`src/sv/scm_pkg.sv`:
```
// shared constants, codes and types of the stick calibrate and map unit
`default_nettype none
package scm_pkg;

   localparam int NUM_CHANNELS = 6;
   localparam int NUM_STICKS = 4;
   localparam int SAMPLE_BITS = 12;

   localparam int CH_IDX_BITS = (NUM_CHANNELS > 1) ? $clog2(NUM_CHANNELS) : 1;
   localparam int CH_FIELD_BITS = 3;
   localparam int CH_CMP_BITS = 5;
   localparam int MODE_BITS = 3;
   localparam int STROKE_BITS = 12;
   localparam int WORD_BITS = 16;
   localparam int RANGE_BITS = SAMPLE_BITS + 1;
   localparam int SPAN_BITS = RANGE_BITS + 1;
   localparam int GAIN_BITS = 25;
   localparam int GAIN_FRAC = 16;
   localparam int DIVIDEND_BITS = STROKE_BITS + GAIN_FRAC;
   localparam int DIV_COUNT_BITS = $clog2(DIVIDEND_BITS + 1);
   localparam int PROD_BITS = RANGE_BITS + GAIN_BITS;
   localparam int CONV_SUM_BITS = PROD_BITS - GAIN_FRAC + 1;

   localparam int BAT_BITS = 13;
   localparam int BAT_SCALE_BITS = 13;
   localparam int BAT_MV_PROD_BITS = SAMPLE_BITS + BAT_SCALE_BITS;
   localparam int BAT_SUM_BITS = BAT_BITS + 4;
   localparam int RECIP_BITS = 16;
   localparam int RECIP_SHIFT = 19;
   localparam int BAT_PROD_BITS = BAT_SUM_BITS + RECIP_BITS;

   localparam int REQ_TDATA_BITS = 16;
   localparam int REQ_TUSER_BITS = MODE_BITS;
   localparam int RSP_TDATA_BITS = 24;
   localparam int RSP_TUSER_BITS = 1;
   localparam int RSP_PAD_BITS = RSP_TDATA_BITS - WORD_BITS - CH_FIELD_BITS;
   localparam int CSR_INDEX_BITS = 3;
   localparam int CSR_DATA_BITS = WORD_BITS;

   localparam logic [RANGE_BITS-1:0] FULL_SCALE = RANGE_BITS'(1 << SAMPLE_BITS);
   localparam logic [RANGE_BITS-1:0] SAMPLE_MAX = RANGE_BITS'((1 << SAMPLE_BITS) - 1);
   localparam logic [SAMPLE_BITS-1:0] HALF_MINUS_ONE =
      SAMPLE_BITS'((1 << (SAMPLE_BITS - 1)) - 1);
   localparam logic [RANGE_BITS-1:0] RANGE_RESET = RANGE_BITS'(2048);
   localparam logic [SAMPLE_BITS-1:0] CAL_CENTER = SAMPLE_BITS'(1000);
   localparam logic [GAIN_BITS-1:0] GAIN_ONE = GAIN_BITS'(65536);
   localparam logic [GAIN_BITS-1:0] GAIN_MAX = {GAIN_BITS{1'b1}};
   localparam logic [GAIN_BITS-1:0] GAIN_HIGH_RESET = GAIN_BITS'(16000);
   localparam logic [BAT_BITS-1:0] BAT_RESET = BAT_BITS'(4200);
   localparam logic [BAT_SCALE_BITS-1:0] BAT_SCALE = BAT_SCALE_BITS'(6600);
   localparam logic [RECIP_BITS-1:0] RECIP_TEN = RECIP_BITS'(52429);

   localparam logic [STROKE_BITS-1:0] STROKE_RESET = STROKE_BITS'(500);
   localparam logic [WORD_BITS-1:0] LOW_BASE_RESET = WORD_BITS'(1000);
   localparam logic [WORD_BITS-1:0] MID_BASE_RESET = WORD_BITS'(1500);
   localparam logic [WORD_BITS-1:0] DEAD_LOW_RESET = WORD_BITS'(1480);
   localparam logic [WORD_BITS-1:0] DEAD_HIGH_RESET = WORD_BITS'(1520);
   localparam logic [WORD_BITS-1:0] CENTER_VALUE_RESET = WORD_BITS'(1500);

   localparam logic [CSR_INDEX_BITS-1:0] CSR_STROKE = 3'd0;
   localparam logic [CSR_INDEX_BITS-1:0] CSR_LOW_BASE = 3'd1;
   localparam logic [CSR_INDEX_BITS-1:0] CSR_MID_BASE = 3'd2;
   localparam logic [CSR_INDEX_BITS-1:0] CSR_DEAD_LOW = 3'd3;
   localparam logic [CSR_INDEX_BITS-1:0] CSR_DEAD_HIGH = 3'd4;
   localparam logic [CSR_INDEX_BITS-1:0] CSR_CENTER_VALUE = 3'd5;

   typedef enum logic [MODE_BITS-1:0] {
      MODE_RESET_CAL = 3'd0,
      MODE_TRACK = 3'd1,
      MODE_CAPTURE = 3'd2,
      MODE_GAINS = 3'd3,
      MODE_CONVERT = 3'd4,
      MODE_BATTERY = 3'd5
   } mode_type;

   typedef enum logic [3:0] {
      ST_IDLE,
      ST_DECODE,
      ST_DIV_HIGH,
      ST_DIV_LOW,
      ST_CONV_DIFF,
      ST_CONV_MUL,
      ST_CONV_ADD,
      ST_BAT_MUL,
      ST_BAT_SUM,
      ST_BAT_DIV,
      ST_BAT_WR,
      ST_OUT
   } state_type;

   typedef struct packed {
      logic load_item;
      logic clear_cal;
      logic track;
      logic capture;
      logic div_start;
      logic div_sel_low;
      logic gain_high_wr;
      logic gain_low_wr;
      logic conv_diff;
      logic conv_mul;
      logic conv_add;
      logic bat_mul;
      logic bat_sum;
      logic bat_div;
      logic bat_wr;
      logic rsp_load;
   } cmd_type;

   typedef struct packed {
      mode_type mode;
      logic ch_ok;
      logic div_done;
      logic rsp_free;
   } status_type;

endpackage
`default_nettype wire

```
`src/sv/scm_div.sv`:
```
// bit-serial restoring divider for the gain quotient
`default_nettype none
module scm_div (
   input  wire logic                                 clock,
   input  wire logic                                 reset,
   input  wire logic                                 start,
   input  wire logic [scm_pkg::DIVIDEND_BITS-1:0]    dividend,
   input  wire logic [scm_pkg::RANGE_BITS-1:0]       divisor,
   output logic                                      done,
   output logic [scm_pkg::DIVIDEND_BITS-1:0]         quotient
);

   localparam int REM_BITS = scm_pkg::RANGE_BITS + 1;

   logic                                 busy_ff, busy_in;
   logic                                 done_ff, done_in;
   logic [scm_pkg::DIV_COUNT_BITS-1:0]   count_ff, count_in;
   logic [REM_BITS-1:0]                  rem_ff, rem_in;
   logic [scm_pkg::DIVIDEND_BITS-1:0]    quo_ff, quo_in;
   logic [scm_pkg::RANGE_BITS-1:0]       dsr_ff, dsr_in;
   logic [REM_BITS-1:0]                  shifted;

   assign shifted = {rem_ff[REM_BITS-2:0], quo_ff[scm_pkg::DIVIDEND_BITS-1]};

   always_comb begin
      busy_in = busy_ff;
      done_in = 1'b0;
      count_in = count_ff;
      rem_in = rem_ff;
      quo_in = quo_ff;
      dsr_in = dsr_ff;
      if (start) begin
         busy_in = 1'b1;
         count_in = scm_pkg::DIV_COUNT_BITS'(scm_pkg::DIVIDEND_BITS);
         rem_in = '0;
         quo_in = dividend;
         dsr_in = divisor;
      end else if (busy_ff) begin
         if (shifted >= {1'b0, dsr_ff}) begin
            rem_in = shifted - {1'b0, dsr_ff};
            quo_in = {quo_ff[scm_pkg::DIVIDEND_BITS-2:0], 1'b1};
         end else begin
            rem_in = shifted;
            quo_in = {quo_ff[scm_pkg::DIVIDEND_BITS-2:0], 1'b0};
         end
         count_in = count_ff - 1'b1;
         if (count_ff == scm_pkg::DIV_COUNT_BITS'(1)) begin
            busy_in = 1'b0;
            done_in = 1'b1;
         end
      end
   end

   always_ff @(posedge clock) begin
      if (reset) begin
         busy_ff <= 1'b0;
         done_ff <= 1'b0;
         count_ff <= '0;
      end else begin
         busy_ff <= busy_in;
         done_ff <= done_in;
         count_ff <= count_in;
      end
   end

   always_ff @(posedge clock) begin
      rem_ff <= rem_in;
      quo_ff <= quo_in;
      dsr_ff <= dsr_in;
   end

   assign done = done_ff;
   assign quotient = quo_ff;

endmodule
`default_nettype wire

```
`src/sv/scm_dp.sv`:
```
// datapath: calibration store, divider, multipliers and result register
`default_nettype none
module scm_dp (
   input  wire logic                                 clock,
   input  wire logic                                 reset,
   input  wire logic [scm_pkg::REQ_TDATA_BITS-1:0]   req_tdata,
   input  wire logic [scm_pkg::REQ_TUSER_BITS-1:0]   req_tuser,
   input  wire logic                                 csr_we,
   input  wire logic [scm_pkg::CSR_INDEX_BITS-1:0]   csr_index,
   input  wire logic [scm_pkg::CSR_DATA_BITS-1:0]    csr_wdata,
   input  wire scm_pkg::cmd_type                     cmd,
   output scm_pkg::status_type                       status,
   output logic                                      rsp_tvalid,
   input  wire logic                                 rsp_tready,
   output logic [scm_pkg::RSP_TDATA_BITS-1:0]        rsp_tdata,
   output logic [scm_pkg::RSP_TUSER_BITS-1:0]        rsp_tuser
);

   localparam int NC = scm_pkg::NUM_CHANNELS;
   localparam int RB = scm_pkg::RANGE_BITS;
   localparam int SB = scm_pkg::SAMPLE_BITS;
   localparam int GB = scm_pkg::GAIN_BITS;
   localparam int WB = scm_pkg::WORD_BITS;

   function automatic logic [GB-1:0] gain_of(
      input logic signed [scm_pkg::SPAN_BITS-1:0] span,
      input logic [scm_pkg::DIVIDEND_BITS-1:0] q
   );
      logic [GB-1:0] g;
      if (span[scm_pkg::SPAN_BITS-1] || span == '0) begin
         g = scm_pkg::GAIN_ONE;
      end else if (q[scm_pkg::DIVIDEND_BITS-1:GB] != '0) begin
         g = scm_pkg::GAIN_MAX;
      end else begin
         g = q[GB-1:0];
      end
      return g;
   endfunction

   // configuration
   logic [scm_pkg::STROKE_BITS-1:0] stroke_ff, stroke_in;
   logic [WB-1:0] low_base_ff, low_base_in, mid_base_ff, mid_base_in;
   logic [WB-1:0] dead_low_ff, dead_low_in, dead_high_ff, dead_high_in;
   logic [WB-1:0] center_value_ff, center_value_in;

   // current transaction
   scm_pkg::mode_type                  item_mode_ff, item_mode_in;
   logic [scm_pkg::CH_FIELD_BITS-1:0]  item_ch_ff, item_ch_in;
   logic [SB-1:0]                      item_sample_ff, item_sample_in;

   // calibration store
   logic [RB-1:0] range_min_ff [NC], range_min_in [NC];
   logic [RB-1:0] range_max_ff [NC], range_max_in [NC];
   logic [SB-1:0] center_ff [NC], center_in [NC];
   logic [GB-1:0] gain_high_ff [NC], gain_high_in [NC];
   logic [GB-1:0] gain_low_ff [NC], gain_low_in [NC];
   logic [scm_pkg::BAT_BITS-1:0] bat_avg_ff, bat_avg_in;

   // work registers
   logic [RB-1:0] diff_ff, diff_in;
   logic [GB-1:0] gsel_ff, gsel_in;
   logic [WB-1:0] base_ff, base_in;
   logic [scm_pkg::PROD_BITS-1:0] prod_ff, prod_in;
   logic [scm_pkg::BAT_BITS-1:0] mv_ff, mv_in;
   logic [scm_pkg::BAT_SUM_BITS-1:0] bsum_ff, bsum_in;
   logic [scm_pkg::BAT_PROD_BITS-1:0] bprod_ff, bprod_in;
   logic [WB-1:0] res_value_ff, res_value_in;
   logic res_kind_ff, res_kind_in;
   logic [scm_pkg::CH_FIELD_BITS-1:0] res_ch_ff, res_ch_in;

   // output register
   logic rsp_valid_ff, rsp_valid_in;
   logic [WB-1:0] rsp_value_ff, rsp_value_in;
   logic rsp_kind_ff, rsp_kind_in;
   logic [scm_pkg::CH_FIELD_BITS-1:0] rsp_ch_ff, rsp_ch_in;

   logic [scm_pkg::CH_IDX_BITS-1:0] ch_idx;
   logic ch_ok, stick;
   logic [RB-1:0] s_ext, c_ext, min_ext;
   logic signed [scm_pkg::SPAN_BITS-1:0] span_high, span_low;
   logic [RB-1:0] div_divisor;
   logic div_done;
   logic [scm_pkg::DIVIDEND_BITS-1:0] div_quotient;
   logic [scm_pkg::BAT_MV_PROD_BITS-1:0] mv_prod;
   logic [scm_pkg::CONV_SUM_BITS-1:0] conv_sum;
   logic [WB-1:0] conv_sat;
   logic rsp_free;

   assign ch_idx = scm_pkg::CH_IDX_BITS'(item_ch_ff);
   assign ch_ok = scm_pkg::CH_CMP_BITS'(item_ch_ff) < scm_pkg::CH_CMP_BITS'(NC);
   assign stick = scm_pkg::CH_CMP_BITS'(item_ch_ff) < scm_pkg::CH_CMP_BITS'(scm_pkg::NUM_STICKS);
   assign s_ext = {1'b0, item_sample_ff};
   assign c_ext = {1'b0, center_ff[ch_idx]};
   assign min_ext = range_min_ff[ch_idx];

   assign span_high = $signed({1'b0, range_max_ff[ch_idx]}) - $signed({2'b00, center_ff[ch_idx]});
   assign span_low = $signed({2'b00, center_ff[ch_idx]}) - $signed({1'b0, range_min_ff[ch_idx]});
   assign div_divisor = cmd.div_sel_low ? span_low[RB-1:0] : span_high[RB-1:0];

   scm_div u_div (
      .clock    (clock),
      .reset    (reset),
      .start    (cmd.div_start),
      .dividend ({stroke_ff, {scm_pkg::GAIN_FRAC{1'b0}}}),
      .divisor  (div_divisor),
      .done     (div_done),
      .quotient (div_quotient)
   );

   assign mv_prod = scm_pkg::BAT_MV_PROD_BITS'(item_sample_ff) *
                    scm_pkg::BAT_MV_PROD_BITS'(scm_pkg::BAT_SCALE);
   assign conv_sum = scm_pkg::CONV_SUM_BITS'(prod_ff[scm_pkg::PROD_BITS-1:scm_pkg::GAIN_FRAC]) +
                     scm_pkg::CONV_SUM_BITS'(base_ff);
   assign conv_sat = (conv_sum[scm_pkg::CONV_SUM_BITS-1:WB] != '0) ? {WB{1'b1}} : conv_sum[WB-1:0];
   assign rsp_free = !rsp_valid_ff || rsp_tready;

   always_comb begin
      stroke_in = stroke_ff;
      low_base_in = low_base_ff;
      mid_base_in = mid_base_ff;
      dead_low_in = dead_low_ff;
      dead_high_in = dead_high_ff;
      center_value_in = center_value_ff;
      if (csr_we) begin
         case (csr_index)
            scm_pkg::CSR_STROKE: stroke_in = csr_wdata[scm_pkg::STROKE_BITS-1:0];
            scm_pkg::CSR_LOW_BASE: low_base_in = csr_wdata;
            scm_pkg::CSR_MID_BASE: mid_base_in = csr_wdata;
            scm_pkg::CSR_DEAD_LOW: dead_low_in = csr_wdata;
            scm_pkg::CSR_DEAD_HIGH: dead_high_in = csr_wdata;
            scm_pkg::CSR_CENTER_VALUE: center_value_in = csr_wdata;
            default: ;
         endcase
      end
   end

   always_comb begin
      item_mode_in = item_mode_ff;
      item_ch_in = item_ch_ff;
      item_sample_in = item_sample_ff;
      if (cmd.load_item) begin
         item_mode_in = scm_pkg::mode_type'(req_tuser);
         item_ch_in = req_tdata[scm_pkg::CH_FIELD_BITS-1:0];
         item_sample_in = req_tdata[scm_pkg::CH_FIELD_BITS +: SB];
      end
   end

   always_comb begin
      range_min_in = range_min_ff;
      range_max_in = range_max_ff;
      center_in = center_ff;
      gain_high_in = gain_high_ff;
      gain_low_in = gain_low_ff;
      if (cmd.clear_cal) begin
         for (int c = 0; c < NC; c++) begin
            range_min_in[c] = scm_pkg::FULL_SCALE;
            range_max_in[c] = '0;
            center_in[c] = scm_pkg::CAL_CENTER;
            gain_high_in[c] = scm_pkg::GAIN_ONE;
            gain_low_in[c] = scm_pkg::GAIN_ONE;
         end
      end
      if (cmd.track) begin
         if (stick) begin
            if (s_ext > range_max_ff[ch_idx]) range_max_in[ch_idx] = s_ext;
            if (s_ext < range_min_ff[ch_idx]) range_min_in[ch_idx] = s_ext;
         end else begin
            range_min_in[ch_idx] = '0;
            if (scm_pkg::SAMPLE_MAX > range_max_ff[ch_idx]) begin
               range_max_in[ch_idx] = scm_pkg::SAMPLE_MAX;
            end
         end
      end
      if (cmd.capture) begin
         center_in[ch_idx] = stick ? item_sample_ff : scm_pkg::HALF_MINUS_ONE;
      end
      if (cmd.gain_high_wr) gain_high_in[ch_idx] = gain_of(span_high, div_quotient);
      if (cmd.gain_low_wr) gain_low_in[ch_idx] = gain_of(span_low, div_quotient);
   end

   always_comb begin
      diff_in = diff_ff;
      gsel_in = gsel_ff;
      base_in = base_ff;
      prod_in = prod_ff;
      mv_in = mv_ff;
      bsum_in = bsum_ff;
      bprod_in = bprod_ff;
      bat_avg_in = bat_avg_ff;
      res_value_in = res_value_ff;
      res_kind_in = res_kind_ff;
      res_ch_in = res_ch_ff;
      if (cmd.conv_diff) begin
         if (item_sample_ff >= center_ff[ch_idx]) begin
            diff_in = s_ext - c_ext;
            gsel_in = gain_high_ff[ch_idx];
            base_in = mid_base_ff;
         end else begin
            diff_in = (s_ext >= min_ext) ? s_ext - min_ext : min_ext - s_ext;
            gsel_in = gain_low_ff[ch_idx];
            base_in = low_base_ff;
         end
      end
      if (cmd.conv_mul) begin
         prod_in = scm_pkg::PROD_BITS'(diff_ff) * scm_pkg::PROD_BITS'(gsel_ff);
      end
      if (cmd.conv_add) begin
         res_value_in = conv_sat;
         if (stick && conv_sat < dead_high_ff && conv_sat > dead_low_ff) begin
            res_value_in = center_value_ff;
         end
         res_kind_in = 1'b0;
         res_ch_in = item_ch_ff;
      end
      if (cmd.bat_mul) begin
         mv_in = mv_prod[SB +: scm_pkg::BAT_BITS];
      end
      if (cmd.bat_sum) begin
         bsum_in = scm_pkg::BAT_SUM_BITS'(mv_ff) +
                   (scm_pkg::BAT_SUM_BITS'(bat_avg_ff) << 3) +
                   scm_pkg::BAT_SUM_BITS'(bat_avg_ff);
      end
      if (cmd.bat_div) begin
         // divide by ten through the reciprocal
         bprod_in = scm_pkg::BAT_PROD_BITS'(bsum_ff) * scm_pkg::BAT_PROD_BITS'(scm_pkg::RECIP_TEN);
      end
      if (cmd.bat_wr) begin
         bat_avg_in = bprod_ff[scm_pkg::RECIP_SHIFT +: scm_pkg::BAT_BITS];
         res_value_in = WB'(bprod_ff[scm_pkg::RECIP_SHIFT +: scm_pkg::BAT_BITS]);
         res_kind_in = 1'b1;
         res_ch_in = '0;
      end
   end

   always_comb begin
      rsp_valid_in = rsp_valid_ff;
      rsp_value_in = rsp_value_ff;
      rsp_kind_in = rsp_kind_ff;
      rsp_ch_in = rsp_ch_ff;
      if (rsp_valid_ff && rsp_tready) rsp_valid_in = 1'b0;
      if (cmd.rsp_load) begin
         rsp_valid_in = 1'b1;
         rsp_value_in = res_value_ff;
         rsp_kind_in = res_kind_ff;
         rsp_ch_in = res_ch_ff;
      end
   end

   always_ff @(posedge clock) begin
      if (reset) begin
         stroke_ff <= scm_pkg::STROKE_RESET;
         low_base_ff <= scm_pkg::LOW_BASE_RESET;
         mid_base_ff <= scm_pkg::MID_BASE_RESET;
         dead_low_ff <= scm_pkg::DEAD_LOW_RESET;
         dead_high_ff <= scm_pkg::DEAD_HIGH_RESET;
         center_value_ff <= scm_pkg::CENTER_VALUE_RESET;
         for (int c = 0; c < NC; c++) begin
            range_min_ff[c] <= scm_pkg::RANGE_RESET;
            range_max_ff[c] <= scm_pkg::RANGE_RESET;
            center_ff[c] <= '0;
            gain_high_ff[c] <= scm_pkg::GAIN_HIGH_RESET;
            gain_low_ff[c] <= '0;
         end
         bat_avg_ff <= scm_pkg::BAT_RESET;
         rsp_valid_ff <= 1'b0;
      end else begin
         stroke_ff <= stroke_in;
         low_base_ff <= low_base_in;
         mid_base_ff <= mid_base_in;
         dead_low_ff <= dead_low_in;
         dead_high_ff <= dead_high_in;
         center_value_ff <= center_value_in;
         range_min_ff <= range_min_in;
         range_max_ff <= range_max_in;
         center_ff <= center_in;
         gain_high_ff <= gain_high_in;
         gain_low_ff <= gain_low_in;
         bat_avg_ff <= bat_avg_in;
         rsp_valid_ff <= rsp_valid_in;
      end
   end

   always_ff @(posedge clock) begin
      item_mode_ff <= item_mode_in;
      item_ch_ff <= item_ch_in;
      item_sample_ff <= item_sample_in;
      diff_ff <= diff_in;
      gsel_ff <= gsel_in;
      base_ff <= base_in;
      prod_ff <= prod_in;
      mv_ff <= mv_in;
      bsum_ff <= bsum_in;
      bprod_ff <= bprod_in;
      res_value_ff <= res_value_in;
      res_kind_ff <= res_kind_in;
      res_ch_ff <= res_ch_in;
      rsp_value_ff <= rsp_value_in;
      rsp_kind_ff <= rsp_kind_in;
      rsp_ch_ff <= rsp_ch_in;
   end

   assign status.mode = item_mode_ff;
   assign status.ch_ok = ch_ok;
   assign status.div_done = div_done;
   assign status.rsp_free = rsp_free;

   assign rsp_tvalid = rsp_valid_ff;
   assign rsp_tdata = {{scm_pkg::RSP_PAD_BITS{1'b0}}, rsp_ch_ff, rsp_value_ff};
   assign rsp_tuser = rsp_kind_ff;

endmodule
`default_nettype wire

```
`src/sv/scm_ctrl.sv`:
```
// controller state machine sequencing each transaction through the datapath
`default_nettype none
module scm_ctrl (
   input  wire logic                   clock,
   input  wire logic                   reset,
   input  wire logic                   req_tvalid,
   output logic                        req_tready,
   input  wire scm_pkg::status_type    status,
   output scm_pkg::cmd_type            cmd
);

   scm_pkg::state_type state_ff, state_in;

   always_comb begin
      state_in = state_ff;
      case (state_ff)
         scm_pkg::ST_IDLE: begin
            if (req_tvalid) state_in = scm_pkg::ST_DECODE;
         end
         scm_pkg::ST_DECODE: begin
            case (status.mode)
               scm_pkg::MODE_GAINS: begin
                  state_in = status.ch_ok ? scm_pkg::ST_DIV_HIGH : scm_pkg::ST_IDLE;
               end
               scm_pkg::MODE_CONVERT: begin
                  state_in = status.ch_ok ? scm_pkg::ST_CONV_DIFF : scm_pkg::ST_IDLE;
               end
               scm_pkg::MODE_BATTERY: state_in = scm_pkg::ST_BAT_MUL;
               default: state_in = scm_pkg::ST_IDLE;
            endcase
         end
         scm_pkg::ST_DIV_HIGH: begin
            if (status.div_done) state_in = scm_pkg::ST_DIV_LOW;
         end
         scm_pkg::ST_DIV_LOW: begin
            if (status.div_done) state_in = scm_pkg::ST_IDLE;
         end
         scm_pkg::ST_CONV_DIFF: state_in = scm_pkg::ST_CONV_MUL;
         scm_pkg::ST_CONV_MUL: state_in = scm_pkg::ST_CONV_ADD;
         scm_pkg::ST_CONV_ADD: state_in = scm_pkg::ST_OUT;
         scm_pkg::ST_BAT_MUL: state_in = scm_pkg::ST_BAT_SUM;
         scm_pkg::ST_BAT_SUM: state_in = scm_pkg::ST_BAT_DIV;
         scm_pkg::ST_BAT_DIV: state_in = scm_pkg::ST_BAT_WR;
         scm_pkg::ST_BAT_WR: state_in = scm_pkg::ST_OUT;
         scm_pkg::ST_OUT: begin
            if (status.rsp_free) state_in = scm_pkg::ST_IDLE;
         end
         default: state_in = scm_pkg::ST_IDLE;
      endcase
   end

   always_comb begin
      cmd = '0;
      req_tready = 1'b0;
      case (state_ff)
         scm_pkg::ST_IDLE: begin
            req_tready = 1'b1;
            cmd.load_item = req_tvalid;
         end
         scm_pkg::ST_DECODE: begin
            case (status.mode)
               scm_pkg::MODE_RESET_CAL: cmd.clear_cal = 1'b1;
               scm_pkg::MODE_TRACK: cmd.track = status.ch_ok;
               scm_pkg::MODE_CAPTURE: cmd.capture = status.ch_ok;
               scm_pkg::MODE_GAINS: cmd.div_start = status.ch_ok;
               default: ;
            endcase
         end
         scm_pkg::ST_DIV_HIGH: begin
            if (status.div_done) begin
               cmd.gain_high_wr = 1'b1;
               cmd.div_start = 1'b1;
               cmd.div_sel_low = 1'b1;
            end
         end
         scm_pkg::ST_DIV_LOW: cmd.gain_low_wr = status.div_done;
         scm_pkg::ST_CONV_DIFF: cmd.conv_diff = 1'b1;
         scm_pkg::ST_CONV_MUL: cmd.conv_mul = 1'b1;
         scm_pkg::ST_CONV_ADD: cmd.conv_add = 1'b1;
         scm_pkg::ST_BAT_MUL: cmd.bat_mul = 1'b1;
         scm_pkg::ST_BAT_SUM: cmd.bat_sum = 1'b1;
         scm_pkg::ST_BAT_DIV: cmd.bat_div = 1'b1;
         scm_pkg::ST_BAT_WR: cmd.bat_wr = 1'b1;
         scm_pkg::ST_OUT: cmd.rsp_load = status.rsp_free;
         default: ;
      endcase
   end

   always_ff @(posedge clock) begin
      if (reset) begin
         state_ff <= scm_pkg::ST_IDLE;
      end else begin
         state_ff <= state_in;
      end
   end

endmodule
`default_nettype wire

```
`src/sv/stick_calibrate_and_map_unit.sv`:
```
// top level of the stick calibrate and map unit
//
//   channel   direction  contents
//   req_      in         tdata: channel[2:0], sample[14:3]; tuser: mode[2:0]
//   rsp_      out        tdata: value[15:0], out_channel[18:16]; tuser: kind[0]
//   csr_      in         write enable, register index, 16-bit write data
//
// convert runs decode, diff, mul, add; battery decode, mul, sum, div, write
// compute gains makes two 28-step runs of the serial divider, high then low
// reset cal, track, capture and unused modes end after the decode state
// a waiting result does not block the next transaction until it needs the output
// reset is synchronous; it restores configuration and calibration state
`default_nettype none
module stick_calibrate_and_map_unit (
   input  wire logic                                 clock,
   input  wire logic                                 reset,
   input  wire logic                                 req_tvalid,
   output logic                                      req_tready,
   // channel[2:0], sample[14:3]
   input  wire logic [scm_pkg::REQ_TDATA_BITS-1:0]   req_tdata,
   // mode[2:0]
   input  wire logic [scm_pkg::REQ_TUSER_BITS-1:0]   req_tuser,
   output logic                                      rsp_tvalid,
   input  wire logic                                 rsp_tready,
   // value[15:0], out_channel[18:16]
   output logic [scm_pkg::RSP_TDATA_BITS-1:0]        rsp_tdata,
   // kind[0]
   output logic [scm_pkg::RSP_TUSER_BITS-1:0]        rsp_tuser,
   input  wire logic                                 csr_we,
   input  wire logic [scm_pkg::CSR_INDEX_BITS-1:0]   csr_index,
   input  wire logic [scm_pkg::CSR_DATA_BITS-1:0]    csr_wdata
);

   scm_pkg::cmd_type    cmd;
   scm_pkg::status_type status;

   scm_ctrl u_ctrl (
      .clock      (clock),
      .reset      (reset),
      .req_tvalid (req_tvalid),
      .req_tready (req_tready),
      .status     (status),
      .cmd        (cmd)
   );

   scm_dp u_dp (
      .clock      (clock),
      .reset      (reset),
      .req_tdata  (req_tdata),
      .req_tuser  (req_tuser),
      .csr_we     (csr_we),
      .csr_index  (csr_index),
      .csr_wdata  (csr_wdata),
      .cmd        (cmd),
      .status     (status),
      .rsp_tvalid (rsp_tvalid),
      .rsp_tready (rsp_tready),
      .rsp_tdata  (rsp_tdata),
      .rsp_tuser  (rsp_tuser)
   );

endmodule
`default_nettype wire

```
`config.mk`:
```
export PLATFORM = sky130hd
export DESIGN_NAME = stick_calibrate_and_map_unit
export DESIGN_NICKNAME = d
export VERILOG_FILES = /design/src/sv/scm_pkg.sv /design/src/sv/scm_div.sv /design/src/sv/scm_dp.sv /design/src/sv/scm_ctrl.sv /design/src/sv/stick_calibrate_and_map_unit.sv
export SDC_FILE = /design/constraint.sdc
export NUM_CORES = 2
export LEC_CHECK = 0
export ABC_AREA = 1
export BUFFER_PORTS_ARGS = -buffer_cell sky130_fd_sc_hd__clkbuf_2
export CAP_MARGIN = 20
export CORE_MARGIN = 8
export CORE_UTILIZATION = 65
export DETAILED_ROUTE_END_ITERATION = 10
export GPL_TIMING_DRIVEN = 0
export PLACE_DENSITY = 0.82
export RECOVER_POWER = 25
export SLEW_MARGIN = 20
export SYNTH_ARGS = -nofsm -noshare
export SYNTH_HDL_FRONTEND = slang
export SYNTH_SLANG_ARGS = --single-unit
```
`constraint.sdc`:
```
create_clock -name clock -period 8.3 [get_ports clock]
set_input_delay 1.245 -clock clock [delete_from_list [all_inputs] [get_ports clock]]
set_output_delay 1.245 -clock clock [all_outputs]
set_load 0.01 [all_outputs]
```
After elaboration in Yosys (flattened, before gate mapping)
Index checks and enable logic that the tools add are counted.
Word-level totals
  bits in registers: 911
  output and inout bits: 27
  word-level logic and storage cells: 245
Cells by class
  add/subtract/negate cells: 10
  multipliers: 3
  order comparisons: 12
  equal/unequal tests: 26
  muxes and demuxes: 95
  bitwise gates (word level): 7
  reductions and logical operators: 28
Operators with widths (count)
  two-way mux 78 bit: 9
  two-way mux 150 bit: 4
  bitwise mux 150 bit: 2
  two-way mux 25 bit: 11
  bitwise mux 78 bit: 2
  binary-select mux 25 bit (select 3 bit): 2
  two-way mux 72 bit: 2
  two-way mux 13 bit: 11
  bitwise AND 78 bit: 1
  binary-select mux 13 bit (select 3 bit): 2
  NOT 78 bit: 1
  demux 25 bit (select 3 bit): 1
  bitwise mux 72 bit: 1
  bitwise OR 72 bit: 1
  two-way mux 28 bit: 2
  two-way mux 12 bit: 4
  two-way mux 16 bit: 3
  case mux 4 bit (11 select lines): 1
  demux 13 bit (select 3 bit): 1
  multiplier 13 x 25 -> 38 bit: 1
  binary-select mux 12 bit (select 3 bit): 1
  demux 12 bit (select 3 bit): 1
  multiplier 17 x 16 -> 32 bit, second input constant: 1
  logical NOT 14 bit: 2
  55 further kinds: 114

Depth between registers and ports, before layout
  depth after elaboration: 11
  gate-level depth with buffers: 35
  gate-level depth less buffers: 30

By module
From an unflattened synthesis, not the netlist that was laid out.
Second synthesis, totals
  cells, all modules: 7906
  area, all modules: 61413.9 µm²
By module, submodules not included
  scm_dp: instances 1, cells an instance 7376, area an instance 57458.9 µm², seq. area each 17937.2 µm²
  scm_div: instances 1, cells an instance 442, area an instance 3478.3 µm², seq. area each 1631.6 µm²
  scm_ctrl: instances 1, cells an instance 88, area an instance 476.7 µm², seq. area each 80.1 µm²

Worst setup path before layout
Ideal clock, no wire load.
  path kind: register -> register
  start: register u_dp.diff_ff[1]
  end: register u_dp.prod_ff[35] (netlist bit), data pin
  setup time: 264 ps
  arrival time: 5015 ps
  required time: 8036 ps
  setup slack: 3022 ps
  cell stages (with the launch flop): 25
  period minus slack after synthesis: 5278 ps
  path through: edfxtp_1 -> clkbuf_1 -> nand2_1 -> inv_1 -> fa_1 -> inv_1 -> fa_1 -> inv_1 -> fa_1 -> inv_1 -> fa_1 -> fa_1 -> inv_1 -> ha_1 -> nand2_1 -> a21oi_1 -> a211oi_1 -> nand2_1 -> a21oi_1 -> o21ai_0 -> a21boi_0 -> o21a_1 -> o21ai_0 -> a31oi_1 -> xor2_1
On the way
  word-level cells in the longest chain between the ends: 1
RTL lines
  start, declared: line scm_dp.sv:60  | logic [RB-1:0] diff_ff, diff_in;
  start signal, assigned: line scm_dp.sv:287  | diff_ff <= diff_in;
  multiplier 13 x 25 -> 38 bit: line scm_dp.sv:205  | prod_in = scm_pkg::PROD_BITS'(diff_ff) * scm_pkg::PROD_BITS'(gsel_ff);
  end signal, assigned: line scm_dp.sv:290  | prod_ff <= prod_in;
  end, declared: line scm_dp.sv:63  | logic [scm_pkg::PROD_BITS-1:0] prod_ff, prod_in;
No other way between the ends.
A chain may end at the register's enable or synchronous reset.

Final worst setup path
  start: register u_dp.item_ch_ff, in the netlist u_dp.ch_idx[2]
  end: register u_dp.gsel_ff[5], data pin
On the way
  word-level cells in the longest chain between the ends: 6
  elaborated cells between the ends (all ways): 12
  those cells by class: 1 x order compare; 10 x mux; 1 x bitwise
RTL lines
  start, declared: line scm_dp.sv:48  | logic [scm_pkg::CH_FIELD_BITS-1:0] item_ch_ff, item_ch_in;
  start signal, assigned: line scm_dp.sv:285  | item_ch_ff <= item_ch_in;
  NOT 3 -> 4 bit (not written as such) *: line scm_dp.sv:194, scm_dp.sv:196, scm_dp.sv:200
  binary-select mux 12 bit (select 3 bit): line scm_dp.sv:194  | if (item_sample_ff >= center_ff[ch_idx]) begin
  two-way mux 12 bit (not written as such) (2 in series): line scm_dp.sv:194
  greater-or-equal comparator 12 bit: line scm_dp.sv:194
  two-way mux 25 bit *: line scm_dp.sv:194
  end signal, assigned: line scm_dp.sv:288  | gsel_ff <= gsel_in;
  end, declared: line scm_dp.sv:61  | logic [GB-1:0] gsel_ff, gsel_in;
Every way passes the cells marked *; elsewhere a longest branch is shown, timed or not. The select of a mux whose other input is x is not followed.

==> impl_metrics.toml <==
[die]
die-height_um = 317
start_util_pct = 65.6
die_area_um2 = 101000
rows = 110
die_width_um = 317
io_pins = 70
core_um2 = 90000

[job]
drv_cap = 2

[place]
dp_hpwl_um = 155000
port_buffers = 63
gp_congestion = 1.06
dp_slack_ps = 1380
place_area_um2 = 61000
placed_cells = 8724

[grt]
overflow = 0
grt_usage_pct = 39.5
grt_max_degree = 28
antenna_found_initial = 7
grt_pass1_vias = 53400
grt_pass1_wl_um = 311000

[drt]
num_vias = 55300
drc = 0
post_drt_wl_per_cell_um = 23.2
ant_nets = 0
drt_iter0_drc = 7578
vias_per_cell = 6.21
dr.pass1.iters = 7
drt-total-wl_um = 206000

[logic_synthesis]
synth_ff_type = "dfxtp_1"
syn_area_um2 = 59100
avgSynthCellArea_um2 = 7.90
synth_edf_count = 195
yosysSeqAreaShare_pct = 33.0
synth-seq-cells = 876
synth_cell_types = 66
yosys_warnings = 0
ys_async_sr_fraction_pct = 0
syn_inst = 7474

[clocking]
ctsLongestPathBuffers = 3
post_cts_resized = 0
clock-sinks = 876
clkSlewWorstSetupHoldPaths_ps = 60
htree_levels = 3
clock_latency_ps = 730
root_buffer = "clkbuf_16"
cts_tree = "yes"
post_cts_buffers = 0
cts_inserted_buffers = 92
cts_hold_buf = 0

[run_status]
status = "finished with violations"
violations = "max-capacitance violations, max-slew violations"

[critical_path]
cp-start-kind = "register"
crit_arrival_ps = 7900
crit_fanout = 10
required_ps = 8600
ff2ff_setup_slack_ps = 700
endpoint_kind = "register"
worstSetupPathType = "register to register"

[pwr]
p_leak_nw = 29.9
power.density_nw_per_um2 = 383
ir_drop_uv = 519

[timing]
grt_setup_unrepaired = "no"
worst_pin_slew_ps = 2200
finClkSkew_ps = 53.7
finalMaxSlewViolations = 45
hold_viol_final = 0
post-route-min-period_ps = 7600
layout_setup_ws_ps = 695
setup_tns_ps = 0
setup_violations = 0
fin_crit_sh_pct = 91.6
worst_slew_margin_rel_pct = -47.4
max_freq_mhz = 132

[cells_and_area]
post-route-cell-area_um2 = 64100
fin_nets = 8503
fin_cells = 8897
layout_commonest_cell = "nand2_1"
final_cell_mix = "nand2_1 (1565), inv_1 (1260), dfxtp_1 (681)"
fin_util_pct = 71.2
areaGrowthSynthToFinish_pct = 8.44
layout-drive-gt1-share_pct = 4.11

[min_path]
hold_path_class = "register to register"
-- cells in the mapped netlist, types with 24 or more instances --
master | number | area [µm²]
xor2_1 | 86 | 753
buf_2 | 31 | 155
edfxtp_1 | 195 | 5860
ha_1 | 427 | 5340
nand4_1 | 45 | 282
o21ai_1 | 31 | 155
o22ai_1 | 55 | 344
o211ai_1 | 95 | 713
o21ai_0 | 447 | 2240
nor3_1 | 65 | 325
nor2_1 | 379 | 1420
buf_1 | 30 | 113
nand2_1 | 1565 | 5870
a211oi_1 | 27 | 203
dfxtp_1 | 681 | 13600
a31oi_1 | 24 | 150
a21oi_1 | 553 | 2770
clkbuf_1 | 290 | 1090
inv_1 | 1260 | 4730
a22oi_1 | 107 | 803
xnor2_1 | 45 | 394
a221oi_1 | 30 | 263
fa_1 | 388 | 7770
nand3_1 | 391 | 1960
-- sequential cells by signal, summed over array words and instances, names as in the netlist, 16 cells and up --
name,flops
u_dp.range_max_ff,78
u_dp.center_value_ff,16
u_dp.low_base_ff,16
u_dp.gain_high_ff,150
u_dp.gain_low_ff,150
u_dp.center_ff,72
u_dp.rsp_value_ff,16
u_dp.u_div.quotient,28
u_dp.mid_base_ff,16
u_dp.dead_high_ff,16
u_dp.gsel_ff,25
u_dp.dead_low_ff,16
u_dp.range_min_ff,78
u_dp.base_ff,16
u_dp.prod_ff,22
u_dp.res_value_ff,16
u_dp.bsum_ff,17
-- per-layer routing --
metal | routed length, µm | GRT usage [%] | vias up
met1 | 76700 | 50.2 | 25900
li1 | - | - | 24600
met5 | 64 | 0.193 | -
met3 | 28000 | 12.1 | 939
met2 | 86500 | 59.1 | 3899
met4 | 15100 | 24.1 | 6
-- cells by family (layout without fill, tap and decap cells) --
group,count (synthesis),count (layout),share of synthesized area [%]
mux,1,1,0.0169
simple gates,2515,2515,17.6
flops,876,876,33.0
compound gates,1476,1476,14.5
other cells,1,9,0.00635
xor+xnor,131,131,1.94
buf+inv,1659,1898,10.8
fa+ha+maj,815,815,22.2
-- critical path, stage by stage, from the launching register on --
cell	delay, ps
edfxtp_1	420
buf_4	300
nor2_1	100
nand2_1	210
buf_2	450
inv_1	330
clkbuf_1	540
clkbuf_1	640
nand2_1	190
inv_1	50
nor3_1	970
ha_1	320
nand2_1	70
nor2_1	90
a211oi_1	80
o21ai_0	460
nand3_1	130
nand3_1	170
clkbuf_1	540
buf_1	600
a41oi_1	490
-- cell type report --
cell class              instances  area (µm²)
diodes                          4        10.0
plain buffers                 370        1520
repair buffers                 73         354
inverters                    1289        4840
clock buffers                 114        2480
multi-input cells            4943       33300
fillers                      7278       26000
flip-flops and latches        876       19500
well taps                    1176        1470
clock inverters                52         637
-- worst paths after layout --
| check | depth (start not counted) | endpoint | startpoint |
|---|---|---|---|
| worst min register to register | 0 | u_dp.rsp_value_ff[6]$_DFFE_PP_ | u_dp.res_value_ff[6]$_DFFE_PP_ |
| worst max register to register | 20 | u_dp.gsel_ff[5]$_DFFE_PP_ | u_dp.ch_idx[2]$_DFFE_PP_ |
| worst min-delay path | 0 | u_dp.rsp_value_ff[6]$_DFFE_PP_ | u_dp.res_value_ff[6]$_DFFE_PP_ |
| worst max-delay path | 20 | u_dp.gsel_ff[5]$_DFFE_PP_ | u_dp.ch_idx[2]$_DFFE_PP_ |
-- power by group --
| group | total (mW) | leakage [nW] | switching (mW) | internal [mW] |
|---|---|---|---|---|
| logic | 14.8 | 21.1 | 9.77 | 5.04 |
| clock network | 4.31 | 1.50 | 1.89 | 2.43 |
| registers | 5.43 | 7.29 | 0.228 | 5.21 |
-- through the flow --
stage	total power, mW	hold slack (ps)
floorplan	15.6	400
global placement	19.4	406
detailed placement	19.8	412
CTS	24.1	426
global route	26.2	439
finish	24.6	425
Power figures use the tool's default switching activity.
